[config.mk]
export PLATFORM = sky130hd
export DESIGN_NAME = rswt_front
export DESIGN_NICKNAME = d
export VERILOG_FILES = /design/src/design/rswt_pkg.sv /design/src/design/rswt_front.sv
export SDC_FILE = /design/constraint.sdc
export NUM_CORES = 1
export LEC_CHECK = 0
export BUFFER_PORTS_ARGS = -buffer_cell sky130_fd_sc_hd__buf_2
export CAP_MARGIN = 40
export CORE_AREA = 5 5 89 91
export DETAILED_ROUTE_END_ITERATION = 10
export DIE_AREA = 0 0 94 96
export GPL_ROUTABILITY_DRIVEN = 0
export SLEW_MARGIN = 25
export SYNTH_ARGS = -nofsm -noshare
export SYNTH_HDL_FRONTEND = slang
export SYNTH_SLANG_ARGS = --single-unit
[constraint.sdc]
create_clock -name aclk -period 1.5 [get_ports aclk]
set_input_delay 0.15 -clock aclk [delete_from_list [all_inputs] [get_ports aclk]]
set_output_delay 0.15 -clock aclk [all_outputs]
set_load 0.01 [all_outputs]
[src/design/rswt_pkg.sv]
// ----------------------------------------------------------------------------
// rswt_pkg: shared types and codes of the radio source window tracker
// Operation, status, state and reason codes; the command record that the
// front end hands to the back end.
// ----------------------------------------------------------------------------
package rswt_pkg;

    localparam logic [3:0] OP_CLEAR   = 4'd0;
    localparam logic [3:0] OP_START   = 4'd1;
    localparam logic [3:0] OP_TRANS   = 4'd2;
    localparam logic [3:0] OP_OBSERVE = 4'd3;
    localparam logic [3:0] OP_STOP    = 4'd4;
    localparam logic [3:0] OP_CANCEL  = 4'd5;
    localparam logic [3:0] OP_POP     = 4'd6;
    localparam logic [3:0] OP_DUTY    = 4'd7;
    localparam logic [3:0] OP_READ    = 4'd8;

    localparam logic [3:0] ST_STARTED    = 4'd0;
    localparam logic [3:0] ST_TRANSITION = 4'd1;
    localparam logic [3:0] ST_OBSERVED   = 4'd2;
    localparam logic [3:0] ST_DEQUEUED   = 4'd3;
    localparam logic [3:0] ST_STOPPED    = 4'd4;
    localparam logic [3:0] ST_CANCELLED  = 4'd5;
    localparam logic [3:0] ST_BAD_MASK   = 4'd6;
    localparam logic [3:0] ST_BAD_SOURCE = 4'd7;
    localparam logic [3:0] ST_BAD_REASON = 4'd8;
    localparam logic [3:0] ST_BAD_STATE  = 4'd9;
    localparam logic [3:0] ST_ORDER      = 4'd10;
    localparam logic [3:0] ST_SAME       = 4'd11;
    localparam logic [3:0] ST_FULL       = 4'd12;
    localparam logic [3:0] ST_EMPTY      = 4'd13;
    localparam logic [3:0] ST_DONE       = 4'd14;

    localparam logic [2:0] WS_SCHEDULED   = 3'd1;
    localparam logic [2:0] WS_ACTIVE      = 3'd2;
    localparam logic [2:0] WS_UNAVAILABLE = 3'd3;
    localparam logic [2:0] WS_FAULT       = 3'd4;
    localparam logic [2:0] WS_STOPPED     = 3'd5;

    localparam logic [2:0] RS_NONE        = 3'd0;
    localparam logic [2:0] RS_DUTY        = 3'd1;
    localparam logic [2:0] RS_UNAVAILABLE = 3'd2;
    localparam logic [2:0] RS_CONFLICT    = 3'd3;
    localparam logic [2:0] RS_FAULT       = 3'd4;

    localparam logic [1:0] RUN_IDLE      = 2'd0;
    localparam logic [1:0] RUN_RUNNING   = 2'd1;
    localparam logic [1:0] RUN_STOPPED   = 2'd2;
    localparam logic [1:0] RUN_CANCELLED = 2'd3;

    localparam logic [9:0] PERMILLE = 10'd1000;

    typedef struct packed {
        logic [3:0]  operation;
        logic [1:0]  source;
        logic [2:0]  new_state;
        logic [2:0]  reason;
        logic        accepted;
        logic [63:0] time_us;
        logic [3:0]  counter_id;
        logic [1:0]  mask;
    } rswt_cmd_t;

    localparam int CMD_BITS = $bits(rswt_cmd_t);

    typedef struct packed {
        logic [3:0]  status;
        logic        out_source;
        logic [2:0]  out_state;
        logic [2:0]  out_reason;
        logic [63:0] out_start_us;
        logic [63:0] out_end_us;
        logic [31:0] out_accepted;
        logic [31:0] out_dropped;
        logic [9:0]  duty_permille;
        logic [63:0] counter_value;
    } rswt_res_t;

    function automatic logic reason_fits(input logic [2:0] st, input logic [2:0] rs);
        logic ok;
        unique case (st)
            WS_SCHEDULED:   ok = (rs == RS_DUTY);
            WS_ACTIVE:      ok = (rs == RS_NONE);
            WS_UNAVAILABLE: ok = (rs == RS_UNAVAILABLE) || (rs == RS_CONFLICT);
            WS_FAULT:       ok = (rs == RS_FAULT);
            default:        ok = 1'b0;
        endcase
        return ok;
    endfunction

endpackage

[src/design/rswt_front.sv]
// ----------------------------------------------------------------------------
// rswt_front: stream intake and configuration register
// Unpacks input transfers into commands tagged with the current source mask.
// ----------------------------------------------------------------------------
module rswt_front
    import rswt_pkg::*;
(
    input  logic        aclk,
    input  logic        aresetn,
    input  logic        s_tvalid,
    output logic        s_tready,
    input  logic [80:0] s_tdata,
    input  logic        psel,
    input  logic        penable,
    input  logic        pwrite,
    input  logic [1:0]  paddr,
    input  logic [31:0] pwdata,
    output logic [31:0] prdata,
    output logic        q_valid,
    input  logic        q_ready,
    output rswt_cmd_t   q_cmd
);

    logic [1:0] mask_reg;

    assign prdata   = (paddr == 2'd0) ? {30'd0, mask_reg} : 32'd0;
    assign s_tready = q_ready;
    assign q_valid  = s_tvalid;

    always_comb begin
        q_cmd.operation  = s_tdata[3:0];
        q_cmd.source     = s_tdata[5:4];
        q_cmd.new_state  = s_tdata[8:6];
        q_cmd.reason     = s_tdata[11:9];
        q_cmd.accepted   = s_tdata[12];
        q_cmd.time_us    = s_tdata[76:13];
        q_cmd.counter_id = s_tdata[80:77];
        q_cmd.mask       = mask_reg;
    end

    always_ff @(posedge aclk) begin
        if (!aresetn) begin
            mask_reg <= '0;
        end else if (psel && penable && pwrite && paddr == 2'd0) begin
            mask_reg <= pwdata[1:0];
        end
    end

endmodule

==> flow_summary.yaml <==
run_status:
  outcome: "complete, no violations"
timing:
  setup_viol: 0
  min_period_over_period: 0.710
  slew_viol_final: 0
  clock_skew_ns: 0
  hold_violations: 0
  hold-worst-slack_ns: 0.205
  timing.fmax_mhz: 939
  min_period_ns: 1.06
  grt_setup_unrepaired: "false"
  fin_setup_tns_ns: 0
global_routing:
  grt_start_max_net_pins: 5
  grt_pass1_wl_um: 1930
  grt_util_all_layers: 0.0307
  grt_overflow: 0
  grt_antenna_before_repair: 0
  grt_pass1_vias: 330
power_and_ir_drop:
  power_density_mw_per_mm2: 736
  leakage_nw: 0.204
  vdd_drop_max_uv: 494
cells_and_area:
  layout.nets: 181
  largest_reg_flops: 2
  diodes: 0
  syn2layout_area_growth_pct: -53.7
  final_util: 0.0627
  instances_no_fill: 156
  design_area_um2: 443
  final_cell_mix: "conb_1, buf_2, nand2_1"
  final_common_cell: "conb_1"
  drive_gt1_frac: 0.281
drt:
  drt_iter0_drc: 6
  vias_per_cell: 2.25
  vias: 351
  wl_per_cell_um: 10.8
  ant_nets: 0
  drt-total-wl_um: 1680
  drc_errors: 0
  drt-pass1-iter-count: 2
setup_path:
  worstPathMaxFanout: 3
  worstSetupEndpoint: "prdata[1]"
  crit_path_cell_trace: "nor3b_1 > buf_2"
  worst_path_largest_cell_delay_ns: 0.36
  crit_required_ns: 1.35
  critPathTopFamily: "flip-flops"
  worstSetupPathDepth: 2
  cp-end-kind: "primary output"
  r2r_slack_ns: 0.84
  worstReg2RegStart: "mask_reg[1]"
  crit_type: "reg -> out"
  worst_setup_path_start_kind: "flop"
  crit_path_top_delay_cell: "dfxtp_1"
  r2r_cells: 2
  startpoint: "mask_reg[1]"
  arrival_ns: 0.91
  rr_endpoint: "mask_reg[1]"
  path_buf_inv: 1
die:
  fp.dieW_um: 94
  die-area_mm2: 0.00902
  die_height_um: 96
  num_io_pins: 239
  rows: 31
  initial_core_util: 0.136
  core_area_mm2: 0.00706
clock_tree:
  cts_setup_buffers: 0
  cts_resized: 0
  cts_htree_levels: 1
  cts_root_buf: "clkbuf_8"
  clk-insertion-delay-late_ns: 0.21
  clockBufferDepth: 2
  clk_pin_slew_ns: 0.03
  cts_sinks: 2
  cts_buffers: 3
  cts_hold_buf: 0
  cts_tree: "yes"
synth:
  synth_cell_type_count: 8
  yosysSeqAreaShare: 0.0418
  syn_area_um2: 957
  synthesis.instances: 126
  avgSynthCellArea_um2: 7.60
  ys_ff_latch: 2
  synth_warnings: 0
placed_design:
  portBuffers: 12
  place_area_um2: 402
  dpl.cell_count: 153
run:
  timing.max_cap.violations: 0
hold_path:
  hold_class: "in -> reg"
where the power goes:
group | leakage (nW) | internal [mW] | switching [mW]
clock network | 0.0216 | 0.170 | 0.0471
registers | 0.0161 | 0.0543 | 0.000594
logic | 0.166 | 0.0100 | 0.0438
total | 0.204 | 0.235 | 0.0916
area by class of cell:
type	instances	area (µm²)
flip-flops and latches	2	40.0
fillers	857	6620
well taps	99	124
multi-input cells	40	178
repair buffers	12	60.1
clock buffers	3	41.3
cells by family (layout without fill, tap and decap cells):
group	after synthesis	count (layout)	synth area share
multiplexers	2	2	0.0209
flip-flops	2	2	0.0418
buffers and inverters	113	15	0.886
AND/OR/NAND/NOR	8	8	0.0470
other	1	30	0.00392
stage by stage:
stage | setup slack [ns] | power [mW]
6_report | 0.436 | 0.326
5_1_grt | 0.351 | 0.346
4_1_cts | 0.414 | 0.332
3_5_place_dp | 0.649 | 0.107
3_3_place_gp | 0.672 | 0.106
2_1_floorplan | 0.645 | 0.378
tightest hold or removal path: stages:
cell and delay [ns]:
buf_2 0.10, nand2_1 0.05, mux2i_1 0.06
worst min-delay path by stage:
| stage | from | end | slack [ns] | cells after the start |
|---|---|---|---|---|
| after global placement | s_tdata[24] | q_cmd[17] | 0.30 | 0 |
| after global routing | pwdata[0] | mask_reg[0] | 0.20 | 3 |
| after detailed placement | s_tdata[24] | q_cmd[17] | 0.30 | 0 |
| final | pwdata[0] | mask_reg[0] | 0.21 | 3 |
| after CTS | pwdata[0] | mask_reg[0] | 0.20 | 3 |
| after floorplan | pwdata[0] | mask_reg[0] | 0.29 | 2 |
cell usage after synthesis (all sizes together):
cell | number | area [µm²]
nor3 | 1 | 10.0
mux2i | 2 | 20.0
dfxtp | 2 | 40.0
buf | 113 | 848
conb | 1 | 3.75
nand2 | 4 | 15.0
nand3 | 1 | 5.00
nor3b | 2 | 15.0
layer usage:
layer,share of wire,routed length [µm],global-route usage
met2,0.34,562,0.0313
met3,0.25,415,0.0242
met4,0.26,443,0.0975
met5,0,0,0
met1,0.15,255,0.0107
No activity file was read; power rests on OpenSTA's default activity.
