**src/design/rswt_pkg.sv**
```systemverilog
// ----------------------------------------------------------------------------
// rswt_pkg: shared types and codes of the radio source window tracker
// Operation, status, state and reason codes; the command record that the
// front end hands to the back end.
// ----------------------------------------------------------------------------
package rswt_pkg;

    localparam logic [3:0] OP_CLEAR   = 4'd0;
    localparam logic [3:0] OP_START   = 4'd1;
    localparam logic [3:0] OP_TRANS   = 4'd2;
    localparam logic [3:0] OP_OBSERVE = 4'd3;
    localparam logic [3:0] OP_STOP    = 4'd4;
    localparam logic [3:0] OP_CANCEL  = 4'd5;
    localparam logic [3:0] OP_POP     = 4'd6;
    localparam logic [3:0] OP_DUTY    = 4'd7;
    localparam logic [3:0] OP_READ    = 4'd8;

    localparam logic [3:0] ST_STARTED    = 4'd0;
    localparam logic [3:0] ST_TRANSITION = 4'd1;
    localparam logic [3:0] ST_OBSERVED   = 4'd2;
    localparam logic [3:0] ST_DEQUEUED   = 4'd3;
    localparam logic [3:0] ST_STOPPED    = 4'd4;
    localparam logic [3:0] ST_CANCELLED  = 4'd5;
    localparam logic [3:0] ST_BAD_MASK   = 4'd6;
    localparam logic [3:0] ST_BAD_SOURCE = 4'd7;
    localparam logic [3:0] ST_BAD_REASON = 4'd8;
    localparam logic [3:0] ST_BAD_STATE  = 4'd9;
    localparam logic [3:0] ST_ORDER      = 4'd10;
    localparam logic [3:0] ST_SAME       = 4'd11;
    localparam logic [3:0] ST_FULL       = 4'd12;
    localparam logic [3:0] ST_EMPTY      = 4'd13;
    localparam logic [3:0] ST_DONE       = 4'd14;

    localparam logic [2:0] WS_SCHEDULED   = 3'd1;
    localparam logic [2:0] WS_ACTIVE      = 3'd2;
    localparam logic [2:0] WS_UNAVAILABLE = 3'd3;
    localparam logic [2:0] WS_FAULT       = 3'd4;
    localparam logic [2:0] WS_STOPPED     = 3'd5;

    localparam logic [2:0] RS_NONE        = 3'd0;
    localparam logic [2:0] RS_DUTY        = 3'd1;
    localparam logic [2:0] RS_UNAVAILABLE = 3'd2;
    localparam logic [2:0] RS_CONFLICT    = 3'd3;
    localparam logic [2:0] RS_FAULT       = 3'd4;

    localparam logic [1:0] RUN_IDLE      = 2'd0;
    localparam logic [1:0] RUN_RUNNING   = 2'd1;
    localparam logic [1:0] RUN_STOPPED   = 2'd2;
    localparam logic [1:0] RUN_CANCELLED = 2'd3;

    localparam logic [9:0] PERMILLE = 10'd1000;

    typedef struct packed {
        logic [3:0]  operation;
        logic [1:0]  source;
        logic [2:0]  new_state;
        logic [2:0]  reason;
        logic        accepted;
        logic [63:0] time_us;
        logic [3:0]  counter_id;
        logic [1:0]  mask;
    } rswt_cmd_t;

    localparam int CMD_BITS = $bits(rswt_cmd_t);

    typedef struct packed {
        logic [3:0]  status;
        logic        out_source;
        logic [2:0]  out_state;
        logic [2:0]  out_reason;
        logic [63:0] out_start_us;
        logic [63:0] out_end_us;
        logic [31:0] out_accepted;
        logic [31:0] out_dropped;
        logic [9:0]  duty_permille;
        logic [63:0] counter_value;
    } rswt_res_t;

    function automatic logic reason_fits(input logic [2:0] st, input logic [2:0] rs);
        logic ok;
        unique case (st)
            WS_SCHEDULED:   ok = (rs == RS_DUTY);
            WS_ACTIVE:      ok = (rs == RS_NONE);
            WS_UNAVAILABLE: ok = (rs == RS_UNAVAILABLE) || (rs == RS_CONFLICT);
            WS_FAULT:       ok = (rs == RS_FAULT);
            default:        ok = 1'b0;
        endcase
        return ok;
    endfunction

endpackage

```
**src/design/rswt_cmd_fifo.sv**
```systemverilog
// ----------------------------------------------------------------------------
// rswt_cmd_fifo: two-entry command queue
// Decouples the accepting front end from the executing back end.
// ----------------------------------------------------------------------------
module rswt_cmd_fifo
    import rswt_pkg::*;
(
    input  logic      aclk,
    input  logic      aresetn,
    input  logic      in_valid,
    output logic      in_ready,
    input  rswt_cmd_t in_cmd,
    output logic      out_valid,
    input  logic      out_ready,
    output rswt_cmd_t out_cmd
);

    rswt_cmd_t  mem_reg [2];
    logic       wptr_reg, rptr_reg;
    logic [1:0] cnt_reg;

    wire push = in_valid && in_ready;
    wire pop  = out_valid && out_ready;

    assign in_ready  = (cnt_reg != 2'd2);
    assign out_valid = (cnt_reg != 2'd0);
    assign out_cmd   = mem_reg[rptr_reg];

    always_ff @(posedge aclk) begin
        if (push) begin
            mem_reg[wptr_reg] <= in_cmd;
        end
        if (!aresetn) begin
            wptr_reg <= 1'b0;
            rptr_reg <= 1'b0;
            cnt_reg  <= 2'd0;
        end else begin
            if (push) wptr_reg <= ~wptr_reg;
            if (pop)  rptr_reg <= ~rptr_reg;
            cnt_reg <= cnt_reg + {1'b0, push} - {1'b0, pop};
        end
    end

endmodule

```
**config.mk**
```make
export PLATFORM = sky130hd
export DESIGN_NAME = rswt_cmd_fifo
export DESIGN_NICKNAME = d
export VERILOG_FILES = /design/src/design/rswt_pkg.sv /design/src/design/rswt_cmd_fifo.sv
export SDC_FILE = /design/constraint.sdc
export NUM_CORES = 1
export LEC_CHECK = 0
export BUFFER_PORTS_ARGS = -buffer_cell sky130_fd_sc_hd__buf_4
export CAP_MARGIN = 10
export CORE_MARGIN = 1
export CORE_UTILIZATION = 30
export CTS_BUF_LIST = sky130_fd_sc_hd__clkbuf_2
export DETAILED_ROUTE_END_ITERATION = 6
export GPL_TIMING_DRIVEN = 0
export PLACE_DENSITY = 0.5
export SYNTH_ARGS = -nofsm -noshare
export SYNTH_HDL_FRONTEND = slang
export SYNTH_SLANG_ARGS = --single-unit
```
**constraint.sdc**
```tcl
create_clock -name aclk -period 4.2 [get_ports aclk]
set_input_delay 0.21 -clock aclk [delete_from_list [all_inputs] [get_ports aclk]]
set_output_delay 0.21 -clock aclk [all_outputs]
set_load 0.01 [all_outputs]
```
==> tab_implementation.tex <==
\begin{tabular}{lr}
\hline
Metric & Value \\
\hline
\multicolumn{2}{l}{\textbf{Floorplan}} \\
Width of the die & 150 um \\
Number of core rows & 53 \\
Area of the core region & between 20000 and 25000 um2 \\
Die boundary height & between 150 and 200 um \\
Area enclosed by the die boundary & around 23000 um2 \\
Starting density of the core & 0.310 \\
Ports & 172 \\
\multicolumn{2}{l}{\textbf{Clocking}} \\
Largest buffer count on any clock path & 2 \\
TritonCTS clock tree & built \\
Clock tree root driver cell & sky130\_fd\_sc\_hd\_\_clkbuf\_2 \\
Count of clock tree sinks & roughly 170 \\
CTS buffer count & 17 \\
Resized cells post-CTS & 0 \\
Maximum level of the CTS H-tree & 4 \\
Clock Latency Late Sink & $\sim$0.71 ns \\
Clock transition at the registers of the reported paths & 0.25 ns \\
\multicolumn{2}{l}{\textbf{Pwr}} \\
Worst voltage drop across the vdd grid & about 0.27 mV \\
P\_leak & roughly 3.6 nW \\
Power per Cell Area & 498 nW/um2 \\
\multicolumn{2}{l}{\textbf{Drt}} \\
DRC marker count from the first detailed-route iteration & approximately 110 \\
Residual DRC count & 0 \\
Detailed route wirelength on metal3 & around 790 um \\
Routed vias & about 3500 \\
Ratio of routed vias to standard cells & 4.14 \\
Router iterations before antenna repair & 4 \\
Length of routed met2 wiring & 6.51 mm \\
Uppermost routed layer & met4 \\
Avg WL per Cell & about 15 um \\
Detailed-route wire length on metal 1 & 5.46 mm \\
Routed Wire Length & roughly 13 mm \\
Post-route antenna net violation count & 0 \\
\multicolumn{2}{l}{\textbf{Final layout}} \\
Fraction of final layout cells with drive strength greater than 1 & 0.523 \\
Area growth from synthesis to layout & 42.6\% \\
Total area of multi-input combinational cells & approximately 1300 um2 \\
\# diodes & 0 \\
Max FFs per register & approximately 170 \\
NumNets Final & between 600 and 700 \\
Fillers & $\sim$1900 \\
Area of all placed cells without fillers & 9370 um2 \\
Flip-flop and latch area & just over 5000 um2 \\
\multicolumn{2}{l}{\textbf{Synthesis}} \\
Post-synthesis sequential element count & around 170 \\
Cell taking the most area after synthesis & sky130\_fd\_sc\_hd\_\_edfxtp\_1 \\
Async set-or-reset flop fraction in the synthesized netlist & 0 \\
Number of enable-type register cells in the synthesized netlist & 166 \\
Most frequent cell after synthesis & sky130\_fd\_sc\_hd\_\_edfxtp\_1 \\
Most used flip-flop cell after synthesis & sky130\_fd\_sc\_hd\_\_edfxtp\_1 \\
Post-synthesis net count & between 300 and 400 \\
Ranking of synthesized cells by instance count & sky130\_fd\_sc\_hd\_\_edfxtp\_1 (166), sky130\_fd\_sc\_hd\_\_mux2\_4 (70), sky130\_fd\_sc\_hd\_\_mux2\_2 (13), sky130\_fd\_sc\_hd\_\_buf\_12 (7), sky130\_fd\_sc\_hd\_\_dfxtp\_1 (5) \\
Top area cells in the synthesized netlist & sky130\_fd\_sc\_hd\_\_edfxtp\_1 (76\%), sky130\_fd\_sc\_hd\_\_mux2\_4 (16\%), sky130\_fd\_sc\_hd\_\_mux2\_2 (2.2\%) \\
Area share of the largest cell type after synthesis & 0.758 \\
Mean post-synth cell area & around 23 um2 \\
Count of warnings emitted by yosys & 0 \\
Distinct cells, synth & 19 \\
Number of standard cells after synthesis & 282 \\
Synthesized area & about 6600 um2 \\
Sequential fraction of the synthesis area & 0.774 \\
\multicolumn{2}{l}{\textbf{GRT}} \\
Number of antenna violations at the first check in global routing & 0 \\
GRT overflow & 0 \\
Global-route wire length before repair & just under 20 mm \\
Largest net degree at the start of global routing & 44 \\
Number of global-route vias before repair & 3915 \\
All-Layer GR Usage & 0.117 \\
\multicolumn{2}{l}{\textbf{Setup path}} \\
Startpoint types & register \\
CP Data Required Time & approximately 4 ns \\
Origin of the critical flop-to-flop path & cnt\_reg[0]\$\_SDFF\_PN0\_ \\
Endpoint arrival time on the critical path & roughly 2 ns \\
Type of the worst setup path & register to output pin \\
Critical-path maximum fanout & 10 \\
CP endpoint kind & output pin \\
\multicolumn{2}{l}{\textbf{Place}} \\
Routability cong. & 0.664 \\
Detailed placer's ending HPWL & 8.27 mm \\
Placed standard-cell area & 8280 um2 \\
Port buffer count & 171 \\
\multicolumn{2}{l}{\textbf{Timing}} \\
Unrepaired setup endpoints after global routing & no \\
Setup clock skew after layout & 0.0297 ns \\
Max Clock Freq & approximately 450 MHz \\
Count of endpoints failing hold in the final timing report & 0 \\
Remaining max-slew budget at the tightest pin & 0.364 \\
Transition time at the pin with the least slew margin & 0.951 ns \\
Ratio of final minimum period to clock period & 0.530 \\
Final number of setup-violating endpoints & 0 \\
Setup\_tns & 0 ns \\
Number of slew-limit violations in the final report & 0 \\
Tmin final & $\sim$2.2 ns \\
\multicolumn{2}{l}{\textbf{Hold path}} \\
Worst min path class & primary input to register \\
Hold Startpoint & in\_cmd[59] \\
\multicolumn{2}{l}{\textbf{Status}} \\
Result of the run & finished, final reports clean \\
\multicolumn{2}{l}{\textbf{Job}} \\
Maximum capacitance violations & 0 \\
\hline
\end{tabular}
==> routing by layer <==
| layer | track usage | vias up |
|---|---|---|
| met5 | 0 | - |
| met4 | 0.0470 | 0 |
| met3 | 0.0375 | 12 |
| met2 | 0.198 | 104 |
| met1 | 0.136 | 1727 |
| li1 | - | 1667 |
==> through the flow <==
stage                     instances   util  total power, W  worst slack (ns)  hold slack (ns)
after detailed placement        731  0.390         0.00379              2.06            0.397
final                           847  0.442         0.00466              1.98            0.207
after global routing            847  0.442         0.00490              1.78            0.103
after global placement          728  0.387         0.00377            -0.402            0.394
after CTS                       847  0.442         0.00475              1.83           0.0894
after floorplan                 282      -         0.00316             0.951            0.309
==> worst paths after layout <==
path              cells past startpoint                       end  slack (ns)
setup / recovery                      4               out_cmd[81]        1.98
setup reg to reg                      4  mem_reg[0][55]$_DFFE_PP_        2.06
hold reg to reg                       2     wptr_reg$_SDFFE_PN0N_        0.55
hold / removal                        2  mem_reg[0][59]$_DFFE_PP_        0.21
==> what timing repair did <==
item / CTS / global route
hold endpoints to repair: 171 / 0
buffers inserted: 0 / 0
hold buffers: 86 / 0
==> final cells by class <==
class	instances	area share
well taps	275	0.0367
inverters	1	0.000401
plain buffers	9	0.0167
clock buffers	18	0.00961
multi-input cells	101	0.143
clock inverters	12	0.0150
flip-flops and latches	171	0.543
repair buffers	260	0.236
==> worst max-delay path, cell delays in order (launching register included) <==
cell and delay [ns]:
sky130_fd_sc_hd__dfxtp_1 0.40, sky130_fd_sc_hd__buf_6 0.24, sky130_fd_sc_hd__buf_12 0.20, sky130_fd_sc_hd__mux2_4 0.31, sky130_fd_sc_hd__buf_4 0.15
==> power breakdown <==
group          switching, W  internal (W)
clock              0.000604      0.000277
combinational      0.000674      0.000916
sequential        0.0000562       0.00214
==> cells by family after synthesis <==
kind of cell	share of synthesized area
buffers and inverters	0.0244
and+or+nand+nor	0.00933
muxes	0.184
adders and majority gates	0.00381
DFF	0.774
xor gates and xnor gates	0.00400
AOI/OAI and AO/OA	0.00114
==> layout by cell type, fill, tap and decap left out, types with 3 or more instances in the layout <==
master	netlist	final
sky130_fd_sc_hd__inv_6	0	4
sky130_fd_sc_hd__mux2_2	13	13
sky130_fd_sc_hd__edfxtp_1	166	166
sky130_fd_sc_hd__mux2_4	70	70
sky130_fd_sc_hd__clkbuf_2	0	18
sky130_fd_sc_hd__buf_12	7	9
sky130_fd_sc_hd__dfxtp_1	5	5
sky130_fd_sc_hd__xnor2_1	3	3
sky130_fd_sc_hd__clkinvlp_4	0	3
sky130_fd_sc_hd__dlygate4sd3_1	0	86
sky130_fd_sc_hd__buf_4	0	171
(Power assumes the default switching activity.)
